==> src/hdl/mexp_pkg.sv <==
package mexp_pkg;

    // Field widths of the words on the two channels and of the register port.
    localparam int unsigned FIELD_W = 32;

    // Register indexes on the configuration port.
    typedef enum logic [0:0] {
        REG_MODULUS  = 1'b0,
        REG_EXPONENT = 1'b1
    } t_reg_idx;

    // Sequencer states of the exponentiation control.
    typedef enum logic [2:0] {
        S_IDLE,
        S_REDUCE,
        S_MULACC,
        S_SQUARE,
        S_DONE
    } t_state;

    // Ripple signals handed from one cell to the next higher cell.
    typedef struct packed {
        logic carry;   // carry of t = 2r + a
        logic bw1;     // borrow of t - n
        logic bw2;     // borrow of t - 2n
    } t_chain;

    // Result selection broadcast back into every cell.
    typedef struct packed {
        logic use_d2;
        logic use_d1;
    } t_sel;

    // Control from the sequencer to the modular multiplier.
    typedef struct packed {
        logic start;
    } t_mm_ctrl;

    // Status from the modular multiplier to the sequencer.
    typedef struct packed {
        logic busy;
        logic done;
    } t_mm_stat;

endpackage

==> src/hdl/mexp_base_if.sv <==
interface mexp_base_if;
    import mexp_pkg::*;

    logic               valid;
    logic               ready;
    logic [FIELD_W-1:0] base_value;

    modport source (output valid, output base_value, input ready);
    modport sink   (input valid, input base_value, output ready);
endinterface

==> src/hdl/mexp_result_if.sv <==
interface mexp_result_if;
    import mexp_pkg::*;

    logic               valid;
    logic               ready;
    logic [FIELD_W-1:0] power_result;

    modport source (output valid, output power_result, input ready);
    modport sink   (input valid, input power_result, output ready);
endinterface

==> src/hdl/mexp_cell.sv <==
module mexp_cell
    import mexp_pkg::*;
(
    input  logic   i_clk,
    input  logic   i_clr,
    input  logic   i_en,
    input  logic   i_r_low,   // remainder bit of the lower neighbor (doubling)
    input  logic   i_a,       // multiplicand bit
    input  logic   i_m,       // current multiplier bit, shared by all cells
    input  logic   i_n,       // modulus bit
    input  logic   i_n_low,   // modulus bit one place lower (for 2n)
    input  t_chain i_chain,
    input  t_sel   i_sel,
    output t_chain o_chain,
    output logic   o_r
);

    logic r_bit;
    logic n_bit;
    logic a_eff;
    logic t_bit;
    logic d1_bit;
    logic d2_bit;

    always_comb begin
        a_eff  = i_a & i_m;
        t_bit  = i_r_low ^ a_eff ^ i_chain.carry;
        d1_bit = t_bit ^ i_n ^ i_chain.bw1;
        d2_bit = t_bit ^ i_n_low ^ i_chain.bw2;
        o_chain.carry = (i_r_low & a_eff) | (i_r_low & i_chain.carry)
                      | (a_eff & i_chain.carry);
        o_chain.bw1 = (~t_bit & (i_n | i_chain.bw1)) | (i_n & i_chain.bw1);
        o_chain.bw2 = (~t_bit & (i_n_low | i_chain.bw2)) | (i_n_low & i_chain.bw2);
        if (i_sel.use_d2) begin
            n_bit = d2_bit;
        end else if (i_sel.use_d1) begin
            n_bit = d1_bit;
        end else begin
            n_bit = t_bit;
        end
    end

    always_ff @(posedge i_clk) begin
        if (i_clr) begin
            r_bit <= 1'b0;
        end else if (i_en) begin
            r_bit <= n_bit;
        end
    end

    assign o_r = r_bit;

endmodule

==> src/hdl/mexp_mulmod.sv <==
module mexp_mulmod
    import mexp_pkg::*;
#(
    parameter int unsigned W = 32
) (
    input  logic         i_clk,
    input  logic         i_rst_n,
    input  t_mm_ctrl     i_ctrl,
    input  logic [W-1:0] i_a,
    input  logic [W-1:0] i_m,
    input  logic [W-1:0] i_n,
    output t_mm_stat     o_stat,
    output logic [W-1:0] o_r
);

    // Two extra cells hold the headroom of 2r + a before reduction.
    localparam int unsigned CELLS = W + 2;
    localparam int unsigned CNT_W = $clog2(W + 1);

    logic [W-1:0]     r_mult;
    logic [CNT_W-1:0] r_cnt;
    logic             r_busy;
    logic             r_done;

    logic [CELLS-1:0] cell_r;
    logic [CELLS-1:0] cell_a;
    logic [CELLS-1:0] cell_n;
    logic [CELLS-1:0] cell_n_low;
    logic [CELLS-1:0] cell_r_low;
    t_chain           chain [CELLS+1];
    t_sel             sel;

    assign cell_a     = {2'b00, i_a};
    assign cell_n     = {2'b00, i_n};
    assign cell_n_low = {1'b0, i_n, 1'b0};
    assign cell_r_low = {cell_r[CELLS-2:0], 1'b0};
    assign chain[0]   = '0;

    // Keep the smallest of t, t - n, t - 2n that does not go negative.
    always_comb begin
        sel.use_d2 = ~chain[CELLS].bw2;
        sel.use_d1 = chain[CELLS].bw2 & ~chain[CELLS].bw1;
    end

    for (genvar k = 0; k < CELLS; k++) begin : g_cell
        mexp_cell u_cell (
            .i_clk   (i_clk),
            .i_clr   (i_ctrl.start),
            .i_en    (r_busy),
            .i_r_low (cell_r_low[k]),
            .i_a     (cell_a[k]),
            .i_m     (r_mult[W-1]),
            .i_n     (cell_n[k]),
            .i_n_low (cell_n_low[k]),
            .i_chain (chain[k]),
            .i_sel   (sel),
            .o_chain (chain[k+1]),
            .o_r     (cell_r[k])
        );
    end

    // Multiplier bits are consumed most significant first, one per cycle.
    always_ff @(posedge i_clk) begin
        if (!i_rst_n) begin
            r_busy <= 1'b0;
            r_done <= 1'b0;
            r_cnt  <= '0;
        end else begin
            r_done <= 1'b0;
            if (i_ctrl.start) begin
                r_busy <= 1'b1;
                r_cnt  <= CNT_W'(W);
            end else if (r_busy) begin
                r_cnt <= r_cnt - 1'b1;
                if (r_cnt == CNT_W'(1)) begin
                    r_busy <= 1'b0;
                    r_done <= 1'b1;
                end
            end
        end
    end

    always_ff @(posedge i_clk) begin
        if (i_ctrl.start) begin
            r_mult <= i_m;
        end else if (r_busy) begin
            r_mult <= {r_mult[W-2:0], 1'b0};
        end
    end

    assign o_stat.busy = r_busy;
    assign o_stat.done = r_done;
    assign o_r         = cell_r[W-1:0];

endmodule

==> src/hdl/modular_exponentiation_unit.sv <==
// Channel   | Dir | Word          | Meaning
// ----------+-----+---------------+------------------------------------------
// base_if   | in  | base_value    | base to raise to the configured exponent
// result_if | out | power_result  | base ^ exponent mod modulus
// cfg       | in  | i_cfg_idx/dat | 0: modulus, 1: exponent (write only)
//
// One word at a time. Each modular product runs in the shared cell row as a
// start step, one step per multiplier bit and a done step; a word costs one
// reduction plus, per exponent bit up to the highest set one, one square and
// one multiply when the bit is set.
// Reset is synchronous and active low; both registers return to 1.
// A finished word waits in the output register; a new base is taken while it
// waits, and the sequencer only stalls if a second result is ready first.
module modular_exponentiation_unit
    import mexp_pkg::*;
#(
    parameter int unsigned OPERAND_WIDTH = 32
) (
    input  logic               i_clk,
    input  logic               i_rst_n,
    input  logic               i_cfg_we,
    input  logic [0:0]         i_cfg_idx,
    input  logic [FIELD_W-1:0] i_cfg_data,
    mexp_base_if.sink          base_if,
    mexp_result_if.source      result_if
);

    localparam int unsigned W = OPERAND_WIDTH;

    logic [FIELD_W-1:0] r_modulus;
    logic [FIELD_W-1:0] r_exponent;

    t_state       r_state;
    t_state       n_state;
    logic [W-1:0] r_base;
    logic [W-1:0] n_base;
    logic [W-1:0] r_acc;
    logic [W-1:0] n_acc;
    logic [W-1:0] r_exp;
    logic [W-1:0] n_exp;
    logic         r_start;
    logic         n_start;
    logic         r_out_valid;
    logic         n_out_valid;
    logic [FIELD_W-1:0] r_out_data;
    logic [FIELD_W-1:0] n_out_data;

    logic [W-1:0] mod_n;
    logic [W-1:0] mm_a;
    logic [W-1:0] mm_m;
    logic [W-1:0] mm_r;
    logic         mod_is_zero;
    logic         mod_is_one;
    logic         in_fire;
    t_mm_ctrl     mm_ctrl;
    t_mm_stat     mm_stat;

    assign mod_n       = r_modulus[W-1:0];
    assign mod_is_zero = (mod_n == '0);
    assign mod_is_one  = (mod_n == W'(1));
    assign in_fire     = base_if.valid & base_if.ready;

    // Configuration registers; an index past the list does not exist.
    always_ff @(posedge i_clk) begin
        if (!i_rst_n) begin
            r_modulus  <= FIELD_W'(1);
            r_exponent <= FIELD_W'(1);
        end else if (i_cfg_we) begin
            case (i_cfg_idx)
                REG_MODULUS:  r_modulus  <= i_cfg_data;
                REG_EXPONENT: r_exponent <= i_cfg_data;
                default:      ;
            endcase
        end
    end

    // The reduction of the base is a product with 1 and the raw base as the
    // multiplier; squares use the base as both operands.
    always_comb begin
        mm_a = r_base;
        mm_m = r_base;
        case (r_state)
            S_REDUCE: mm_a = W'(1);
            S_MULACC: mm_m = r_acc;
            default:  ;
        endcase
    end

    assign mm_ctrl.start = r_start;

    mexp_mulmod #(.W(W)) u_mulmod (
        .i_clk   (i_clk),
        .i_rst_n (i_rst_n),
        .i_ctrl  (mm_ctrl),
        .i_a     (mm_a),
        .i_m     (mm_m),
        .i_n     (mod_n),
        .o_stat  (mm_stat),
        .o_r     (mm_r)
    );

    always_ff @(posedge i_clk) begin
        if (!i_rst_n) begin
            r_state     <= S_IDLE;
            r_start     <= 1'b0;
            r_out_valid <= 1'b0;
        end else begin
            r_state     <= n_state;
            r_start     <= n_start;
            r_out_valid <= n_out_valid;
        end
    end

    always_ff @(posedge i_clk) begin
        r_base     <= n_base;
        r_acc      <= n_acc;
        r_exp      <= n_exp;
        r_out_data <= n_out_data;
    end

    // Sequencer. After the base is reduced the exponent is walked from its
    // low end; the walk stops as soon as no set bit remains, since the
    // later squares no longer change the accumulator.
    always_comb begin
        n_state     = r_state;
        n_start     = 1'b0;
        n_base      = r_base;
        n_acc       = r_acc;
        n_exp       = r_exp;
        n_out_valid = r_out_valid;
        n_out_data  = r_out_data;

        if (result_if.ready) begin
            n_out_valid = 1'b0;
        end

        case (r_state)
            S_IDLE: begin
                if (in_fire) begin
                    n_base = base_if.base_value[W-1:0];
                    n_exp  = r_exponent[W-1:0];
                    n_acc  = mod_is_one ? '0 : W'(1);
                    if (mod_is_zero) begin
                        n_state = S_DONE;
                    end else begin
                        n_state = S_REDUCE;
                        n_start = 1'b1;
                    end
                end
            end
            S_REDUCE: begin
                if (mm_stat.done) begin
                    n_base = mm_r;
                    if (r_exp == '0) begin
                        n_state = S_DONE;
                    end else begin
                        n_state = r_exp[0] ? S_MULACC : S_SQUARE;
                        n_start = 1'b1;
                    end
                end
            end
            S_MULACC: begin
                if (mm_stat.done) begin
                    n_acc   = mm_r;
                    n_state = S_SQUARE;
                    n_start = 1'b1;
                end
            end
            S_SQUARE: begin
                if (mm_stat.done) begin
                    n_base = mm_r;
                    n_exp  = {1'b0, r_exp[W-1:1]};
                    if (r_exp[W-1:1] == '0) begin
                        n_state = S_DONE;
                    end else begin
                        n_state = r_exp[1] ? S_MULACC : S_SQUARE;
                        n_start = 1'b1;
                    end
                end
            end
            S_DONE: begin
                if (!r_out_valid || result_if.ready) begin
                    n_out_valid = 1'b1;
                    n_out_data  = mod_is_zero ? '0 : FIELD_W'(r_acc);
                    n_state     = S_IDLE;
                end
            end
            default: begin
                n_state = S_IDLE;
            end
        endcase
    end

    assign base_if.ready          = (r_state == S_IDLE);
    assign result_if.valid        = r_out_valid;
    assign result_if.power_result = r_out_data;

endmodule

==> src/flat_wrapper.sv <==
// flat-port wrapper written by rule: the top's interface ports become plain ports
module modular_exponentiation_unit_flat import mexp_pkg::*;
#(
    parameter int unsigned OPERAND_WIDTH = 32
)
  (i_clk, i_rst_n, i_cfg_we, i_cfg_idx, i_cfg_data, base_if_valid, base_if_base_value, base_if_ready, result_if_valid, result_if_power_result, result_if_ready);
  mexp_base_if base_if_i ();
  mexp_result_if result_if_i ();
  input  logic i_clk;
  input  logic i_rst_n;
  input  logic i_cfg_we;
  input  logic [0:0] i_cfg_idx;
  input  logic [FIELD_W-1:0] i_cfg_data;
  input wire logic [$bits(base_if_i.valid)-1:0] base_if_valid;
  input wire logic [$bits(base_if_i.base_value)-1:0] base_if_base_value;
  output wire logic [$bits(base_if_i.ready)-1:0] base_if_ready;
  output wire logic [$bits(result_if_i.valid)-1:0] result_if_valid;
  output wire logic [$bits(result_if_i.power_result)-1:0] result_if_power_result;
  input wire logic [$bits(result_if_i.ready)-1:0] result_if_ready;
  assign base_if_i.valid = base_if_valid;
  assign base_if_i.base_value = base_if_base_value;
  assign base_if_ready = base_if_i.ready;
  assign result_if_valid = result_if_i.valid;
  assign result_if_power_result = result_if_i.power_result;
  assign result_if_i.ready = result_if_ready;
  modular_exponentiation_unit #(.OPERAND_WIDTH(OPERAND_WIDTH)) u_core (.i_clk(i_clk), .i_rst_n(i_rst_n), .i_cfg_we(i_cfg_we), .i_cfg_idx(i_cfg_idx), .i_cfg_data(i_cfg_data), .base_if(base_if_i), .result_if(result_if_i));
endmodule
==> config.mk <==
export PLATFORM = sky130hd
export DESIGN_NAME = modular_exponentiation_unit_flat
export DESIGN_NICKNAME = d
export VERILOG_FILES = /design/src/hdl/mexp_pkg.sv /design/src/hdl/mexp_base_if.sv /design/src/hdl/mexp_result_if.sv /design/src/hdl/mexp_cell.sv /design/src/hdl/mexp_mulmod.sv /design/src/hdl/modular_exponentiation_unit.sv /design/src/flat_wrapper.sv
export SDC_FILE = /design/constraint.sdc
export NUM_CORES = 1
export LEC_CHECK = 0
export ABC_AREA = 1
export BUFFER_PORTS_ARGS = -buffer_cell sky130_fd_sc_hd__buf_4
export CAP_MARGIN = 20
export CORE_MARGIN = 3
export CORE_UTILIZATION = 30
export DETAILED_ROUTE_END_ITERATION = 8
export GPL_ROUTABILITY_DRIVEN = 1
export PLACE_DENSITY = 0.46
export RECOVER_POWER = 100
export SLEW_MARGIN = 20
export SYNTH_ARGS = -nofsm -noshare
export SYNTH_HDL_FRONTEND = slang
export SYNTH_SLANG_ARGS = --single-unit
==> constraint.sdc <==
create_clock -name i_clk -period 18.7 [get_ports i_clk]
set_input_delay 5.61 -clock i_clk [delete_from_list [all_inputs] [get_ports i_clk]]
set_output_delay 5.61 -clock i_clk [all_outputs]
set_load 0.01 [all_outputs]
### Word level (Yosys, flattened, before mapping)

Cells that the tools add are included.

* bits in registers: 270
* bits in latches: 0
* RAM bits: 0
* memory bits (read-only): 0
* input port bits: 70
* output and inout bits: 34
* word-level logic and storage cells: 854
* memories kept: 0

* $add $sub $neg: 1
* multipliers: 0
* divide/modulo/power cells: 0
* $lt $le $gt $ge: 0
* equality and inequality tests: 12
* shifts and indexed selects: 0
* mux-type cells: 107
* bitwise logic cells: 667
* reductions and logical operators: 20

Operators with widths (number)
* $mux W32: 9
* $and A1 B1 Y1: 255
* $pmux W32 S2: 3
* $xor A1 B1 Y1: 190
* $or A1 B1 Y1: 184
* $mux W1: 83
* $logic_not A32 Y1: 2
* $not A1 Y1: 38
* $eq A32 B1 Y1 const B: 1
* $logic_not A31 Y1: 1
* $mux W3: 8
* $pmux W3 S5: 1
* $mux W6: 2
* $reduce_and A3 Y1: 3
* $ne A2 B2 Y1 const B: 4
* $reduce_bool A2 Y1: 4
* $eq A3 B2 Y1 const B: 2
* $eq A6 B1 Y1 const B: 1
* $reduce_and A2 Y1: 3
* $sub A6 B1 Y6 const B: 1
* $reduce_and A5 Y1: 1
* $ne A2 B1 Y1 const B: 2
* $pmux W1 S4: 1
* $reduce_or A2 Y1: 2
* other kinds (6): 6

### Logic depth before layout (Yosys ltp)

* depth after elaboration: 104
* gate-level depth with buffers: 51
* mapped depth without buffers: 49

### Hierarchy

From an unflattened synthesis, not the netlist that was laid out.

* cells, all modules: 1808
* area total of the unflattened synthesis: 15683.8 um^2

By module, submodules not included
* modular_exponentiation_unit: instances 1, cells an instance 976, area an instance 8405.6 um^2, sequential area each 5225.0 um^2
* mexp_cell: instances 34, cells an instance 18, area an instance 155.1 um^2, sequential area each 20.0 um^2
* mexp_mulmod: instances 1, cells an instance 220, area an instance 2003.2 um^2, sequential area each 1121.1 um^2

### Least setup slack after synthesis

No wires, ideal clock.

* kind: register to register
* from: reg u_core.r_state[2]
* to: reg u_core.u_mulmod.g_cell[29].u_cell.r_bit
* setup time: 178 ps
* data arrival time: 15197 ps
* required time: 18522 ps
* slack: 3326 ps
* cell stages (with the launch flop): 52
* buffers on the path: 3
* period minus slack after synthesis: 15374 ps
* cells stage by stage: dfxtp_1 inv_2 nand2_2 nor2_2 inv_2 nand2_2 inv_2 buf_4 buf_2 nand2_1 fa_1 fa_1 fa_1 fa_1 fa_1 fa_1 fa_1 fa_1 (+16 left out) fa_1 fa_1 fa_1 fa_1 fa_1 fa_1 fa_1 inv_1 fa_1 inv_1 fa_1 inv_1 nand2_2 inv_2 buf_4 o211ai_1 o211ai_1 o22ai_1

* longest elaborated chain between the ends: 104
* elaborated cells on any way between the ends: 544
* those cells by class: eq/ne (1); mux (3); bitwise (540)

RTL lines
* start, declared: line modular_exponentiation_unit.sv:33 `t_state r_state;`
* start signal, assigned: line modular_exponentiation_unit.sv:108 `r_state <= n_state;`
* $eq A3 B1 Y1 (*): line modular_exponentiation_unit.sv:82 `case (r_state)`
* $mux W32 (*): line modular_exponentiation_unit.sv:82
* $and A1 B1 Y1: line mexp_cell.sv:26 `a_eff = i_a & i_m;`
* $not A1 Y1: line mexp_cell.sv:32 `o_chain.bw1 = (~t_bit & (i_n | i_chain.bw1)) | (i_n & i_chain.bw1);`
* $and A1 B1 Y1: line mexp_cell.sv:32
* $or A1 B1 Y1: line mexp_cell.sv:32
* $and A1 B1 Y1: line mexp_cell.sv:32
* $or A1 B1 Y1 (2 in series): line mexp_cell.sv:32
* (+85 left out)
* $or A1 B1 Y1 (2 in series): line mexp_cell.sv:32
* $and A1 B1 Y1: line mexp_cell.sv:32
* $or A1 B1 Y1: line mexp_cell.sv:32
* $and A1 B1 Y1 (2 in series): line mexp_cell.sv:32
* $not A1 Y1: line mexp_mulmod.sv:42 `sel.use_d1 = chain[CELLS].bw2 & ~chain[CELLS].bw1;`
* $and A1 B1 Y1: line mexp_mulmod.sv:42
* $mux W1: line mexp_cell.sv:36 `end else if (i_sel.use_d1) begin`
* $mux W1 (*): line mexp_cell.sv:34 `if (i_sel.use_d2) begin`
* end signal, assigned: line mexp_cell.sv:47 `r_bit <= n_bit;`
* end, declared: line mexp_cell.sv:18 `logic r_bit;`

Mark *: on every way between the ends. The rest lies on a longest branch, timed or not.
A chain may end at the register's enable or synchronous reset.

### Final worst setup path

* from: reg u_core.r_state[2]
* to: reg u_core.u_mulmod.g_cell[24].u_cell.r_bit

* longest elaborated chain between the ends: 104
* elaborated cells on any way between the ends: 544
* those cells by class: eq/ne (1); mux (3); bitwise (540)

RTL lines (line)
* $eq A3 B1 Y1 (*): modular_exponentiation_unit.sv:82
* $mux W32 (*): modular_exponentiation_unit.sv:82
* $and A1 B1 Y1: mexp_cell.sv:26
* $not A1 Y1: mexp_cell.sv:32
* $and A1 B1 Y1: mexp_cell.sv:32
* $or A1 B1 Y1: mexp_cell.sv:32
* $and A1 B1 Y1: mexp_cell.sv:32
* $or A1 B1 Y1 (2 in series): mexp_cell.sv:32
* (+85 left out)
* $or A1 B1 Y1 (2 in series): mexp_cell.sv:32
* $and A1 B1 Y1: mexp_cell.sv:32
* $or A1 B1 Y1: mexp_cell.sv:32
* $and A1 B1 Y1 (2 in series): mexp_cell.sv:32
* $not A1 Y1: mexp_mulmod.sv:42
* $and A1 B1 Y1: mexp_mulmod.sv:42
* $mux W1: mexp_cell.sv:36
* $mux W1 (*): mexp_cell.sv:34
* end signal, assigned: mexp_cell.sv:47
* end, declared: mexp_cell.sv:18

Marks and branches as above.

==> results.md <==
- The number of top-level design ports is 104.
- The detailed-placement wirelength estimate is 23.7 mm.
- In this run the core area contains 77 standard-cell rows.
- Setup repair after global routing left no endpoint under its margin.
- The flow ran to the end, but the final reports show violations.
- The net count after synthesis is 1578.
- The count of final max-slew check failures is 439.
- The achievable clock frequency is 58.7 MHz.
- In this run, placement finished with an instance count of 2038.
- The synthesized-area fraction occupied by xor and xnor cells is 0.128%.
- The shortest clock period the worst path allows after layout is 17.03 ns.
- The worst path meets setup with 1.67 ns of slack.
- The number of routed nets with antenna violations is 0.
- The number of levels in the clock H-tree is 1.
- The fraction of the mapped netlist area in adder cells is 14.1%.
- The post-synthesis to final-layout area growth is 15.4%.
- Yosys printed 0 warnings.
- In the post-synthesis netlist, the cell with the most instances is sky130_fd_sc_hd__nand2_1.
- Gates resized during post-CTS repair numbered 0.
- After synthesis the netlist holds a flip-flop and latch count of 270.
- Setup violations remaining at the end of the flow were counted as 0.
- STA classifies the critical path endpoint as a register.
- The die covers 48100 um^2.
- The worst path required time is 19.06 ns.
- The length of the first detailed-routing pass in iterations is 5.
- CTS saw 270 sinks.
- In this run the biggest area consumer among cell types represents 35.2% of the synthesized area.
- The cell area reported after detailed placement is 14900 um^2.
- The number of antenna violations at the first check in global routing is 0.
- The pre-CTS setup slack is 1.57 ns.
- The initial DRC count is 478.
- The worst hold path belongs to the class reg2reg.
- By area, the combinational part of the netlist is dominated by adder cells.
- In the global route stage, overall resource usage came out at 14.5%.
- Dividing total power by cell area gives a power density of 131 nW/um^2.
- After routing, the total negative slack on setup checks comes to 0 ns.
- The mean number of vias per cell is 4.57.
- The routed wire length is 34.3 mm.
- The global-route wire length before repair is 55.7 mm.
- Max-cap violations in this run came to 10.
- Hold repair after CTS inserted 0 buffers.
- The post-route fraction of the period consumed by the critical path is 91.1%.
- The die width is 219 um.
- The final RePlAce weighted congestion is 0.770.
- The initial utilization of the core area, before any placement, comes to 30.6%.
- TritonCTS built the clock tree.
- The number of buffer cells added on primary ports is 103.
- The critical path arrival is 17.39 ns.
- Yosys mapped the design onto 35 distinct sky130hd cell types.
- The number of antenna cells inserted is 0.
- The total via count after detailed routing is 9584.
- The pin count of the biggest net entering global routing is 69.
- The final setup skew is 0.0111 ns.
- Clock-pin slew was measured on the worst setup and hold paths at 0.06 ns.
- The average footprint of a synthesized cell is 9.69 um^2.
- The kind of start point of the critical path is a register.
- The number of failing hold endpoints at the final stage came to 0.
- Across all hold checks on the routed design, the worst slack comes to 0.464 ns.
- For this run, the leading register cell type out of synthesis is sky130_fd_sc_hd__edfxtp_1.
- The most critical setup path has its startpoint at u_core.r_state[2]$_SDFFE_PN0P_.
- The buffer count from post-CTS setup fixing is 0.
- The final reports fail on max-capacitance violations, max-slew violations.
- Counting the buffers created by CTS gives 31.
- The largest driver fanout on the critical path is 48.
- The number of nets in the layout is 1650.
- The critical path start-end classification is reg2reg.
- Once layout is complete, the cells apart from fillers number 2097.
- The delay of the slowest critical-path stage is 0.71 ns.
- The leakage dissipation is 5.96 nW.
- The buffer depth of the longest clock path is 3.
- The post-route netlist has 8.97% of its cells at a drive strength greater than 1.
- The number of global-route vias before repair came to 9796.
- The dominant cell type by area after synthesis is sky130_fd_sc_hd__edfxtp_1.
- The mux contribution to synthesized area is 0%.
- Counting instances in the post-synthesis netlist gives the leading cell types as sky130_fd_sc_hd__nand2_1, sky130_fd_sc_hd__nor2_1, sky130_fd_sc_hd__edfxtp_1, sky130_fd_sc_hd__inv_1, sky130_fd_sc_hd__dfxtp_1.
- The slew at the pin closest to its max-slew limit is 3.04 ns.
- The area fraction in and, or, nand and nor cells after synthesis is 13.8%.
- Summing all non-filler instances in the final layout gives an area of 15800 um^2.
- In this run the tightest slew margin relative to its limit is -103%.
- The region available for standard cell placement spans 44600 um^2.
- The total overflow left after global routing is 0.
- The residual DRC count is 0.
- After synthesis, flip-flops and latches occupy 51.3% of the total area.
- The clock insertion delay at the later pin of the skew report is 0.57 ns.
- The launch point of the worst reg-to-reg path is u_core.r_state[2]$_SDFFE_PN0P_.
- Summing the areas of all compound-gate instances in the mapped netlist gives 13.3% of the synthesized area.
- The synthesized netlist cell count is 1409.
- The worst IR drop on VDD is 0.0000690 V.
- In this design, the critical path's most frequently occurring cell is sky130_fd_sc_hd__fa_1.
- The library cell contributing the largest single delay on the critical path is sky130_fd_sc_hd__inv_1.
- The worst hold path begins at u_core.r_exponent[31]$_SDFFE_PN0P_.
- Clock tree synthesis selected as its root buffer the cell sky130_fd_sc_hd__clkbuf_16.
- The synthesized design contains 160 enable-type register cells.
- Yosys attributes the largest share of cell area to sky130_fd_sc_hd__edfxtp_1, sky130_fd_sc_hd__dfxtp_1, sky130_fd_sc_hd__fa_1.
- The combined area of all synthesized cells is 13700 um^2.
- In this run the vertical extent of the chip is 219 um.
- The mean routed wirelength per cell is 16.4 um.
- The share of synthesized registers carrying an async set or reset is 0%.
[power by group]
part / switching [mW] / internal [mW] / total [mW]
logic: 0.421 / 0.258 / 0.680
clock network: 0.247 / 0.393 / 0.641
registers: 0.0314 / 0.716 / 0.747
[state kept, by name (all words and copies together), names as in the netlist, 3 cells and up]
register / cells
u_core.mod_n: 32
u_core.r_acc: 32
u_core.r_base: 32
u_core.r_exp: 32
u_core.r_exponent: 32
u_core.r_state: 3
u_core.result_if.power_result: 32
u_core.u_mulmod.g_cell.u_cell.o_r: 33
u_core.u_mulmod.r_cnt: 6
u_core.u_mulmod.r_mult: 32
[worst max-delay path, delay by kind of cell, from the launching register on]
family,cells,cell delay [ns]
and+or+nand+nor,5,0.59
adders and majority gates,32,13.91
AOI/OAI and AO/OA,3,0.33
DFF,1,0.34
buffers and inverters,9,1.67
[layer usage]
| layer | vias up | GRT usage, % | part of all wire [%] |
|---|---|---|---|
| li1 | 4797 | - | - |
| met1 | 4599 | 22.0 | 51 |
| met2 | 145 | 21.9 | 44 |
| met3 | 43 | 1.88 | 3.8 |
| met4 | 0 | 3.37 | 1.8 |
| met5 | - | 0 | 0 |
[layout make-up]
type	instances	area, um^2
Inverter	169	634
Multi-Input combinational cell	893	5580
Tap cell	592	741
Sequential cell	270	7010
Fill cell	4601	28800
Clock buffer	39	867
Timing Repair Buffer	116	718
Clock inverter	18	206
[per-stage QoR]
step	total power [mW]	utilization, %
after detailed placement	1.46	33.4
after global routing	2.24	35.3
after global placement	1.46	33.4
after floorplan	1.29	-
final	2.07	35.3
after CTS	2.11	35.9
[layout by cell type (no fill, tap or decap), drive strengths merged, types with 5 or more instances in the layout]
master,synthesis,final
a21oi,105,105
buf,37,39
bufinv,0,5
clkbuf,40,116
clkinv,2,17
dfxtp,110,110
edfxtp,160,160
fa,92,92
ha,7,7
inv,167,165
nand2,252,252
nand3,11,11
nand4,8,8
nor2,205,205
o211ai,63,63
o21ai,108,108
o22ai,29,29
[cell families (layout without fill, tap and decap cells)]
kind of cell    count (synthesis)  in the layout
flops                         270            270
fa+ha+maj                      99             99
compound gates                311            311
xor+xnor                        2              2
simple gates                  481            481
buf+inv                       246            342
[final timing paths]
path | end | slack (ns) | cells past startpoint
min reg2reg | u_core.r_exponent[31]$_SDFFE_PN0P_ | 0.46 | 2
max reg2reg | u_core.u_mulmod.g_cell[24].u_cell.o_r$_SDFFE_PP0P_ | 1.67 | 49
max | u_core.u_mulmod.g_cell[24].u_cell.o_r$_SDFFE_PP0P_ | 1.67 | 49
min | u_core.r_exponent[31]$_SDFFE_PN0P_ | 0.46 | 2
No activity file was read; power rests on OpenSTA's default activity.
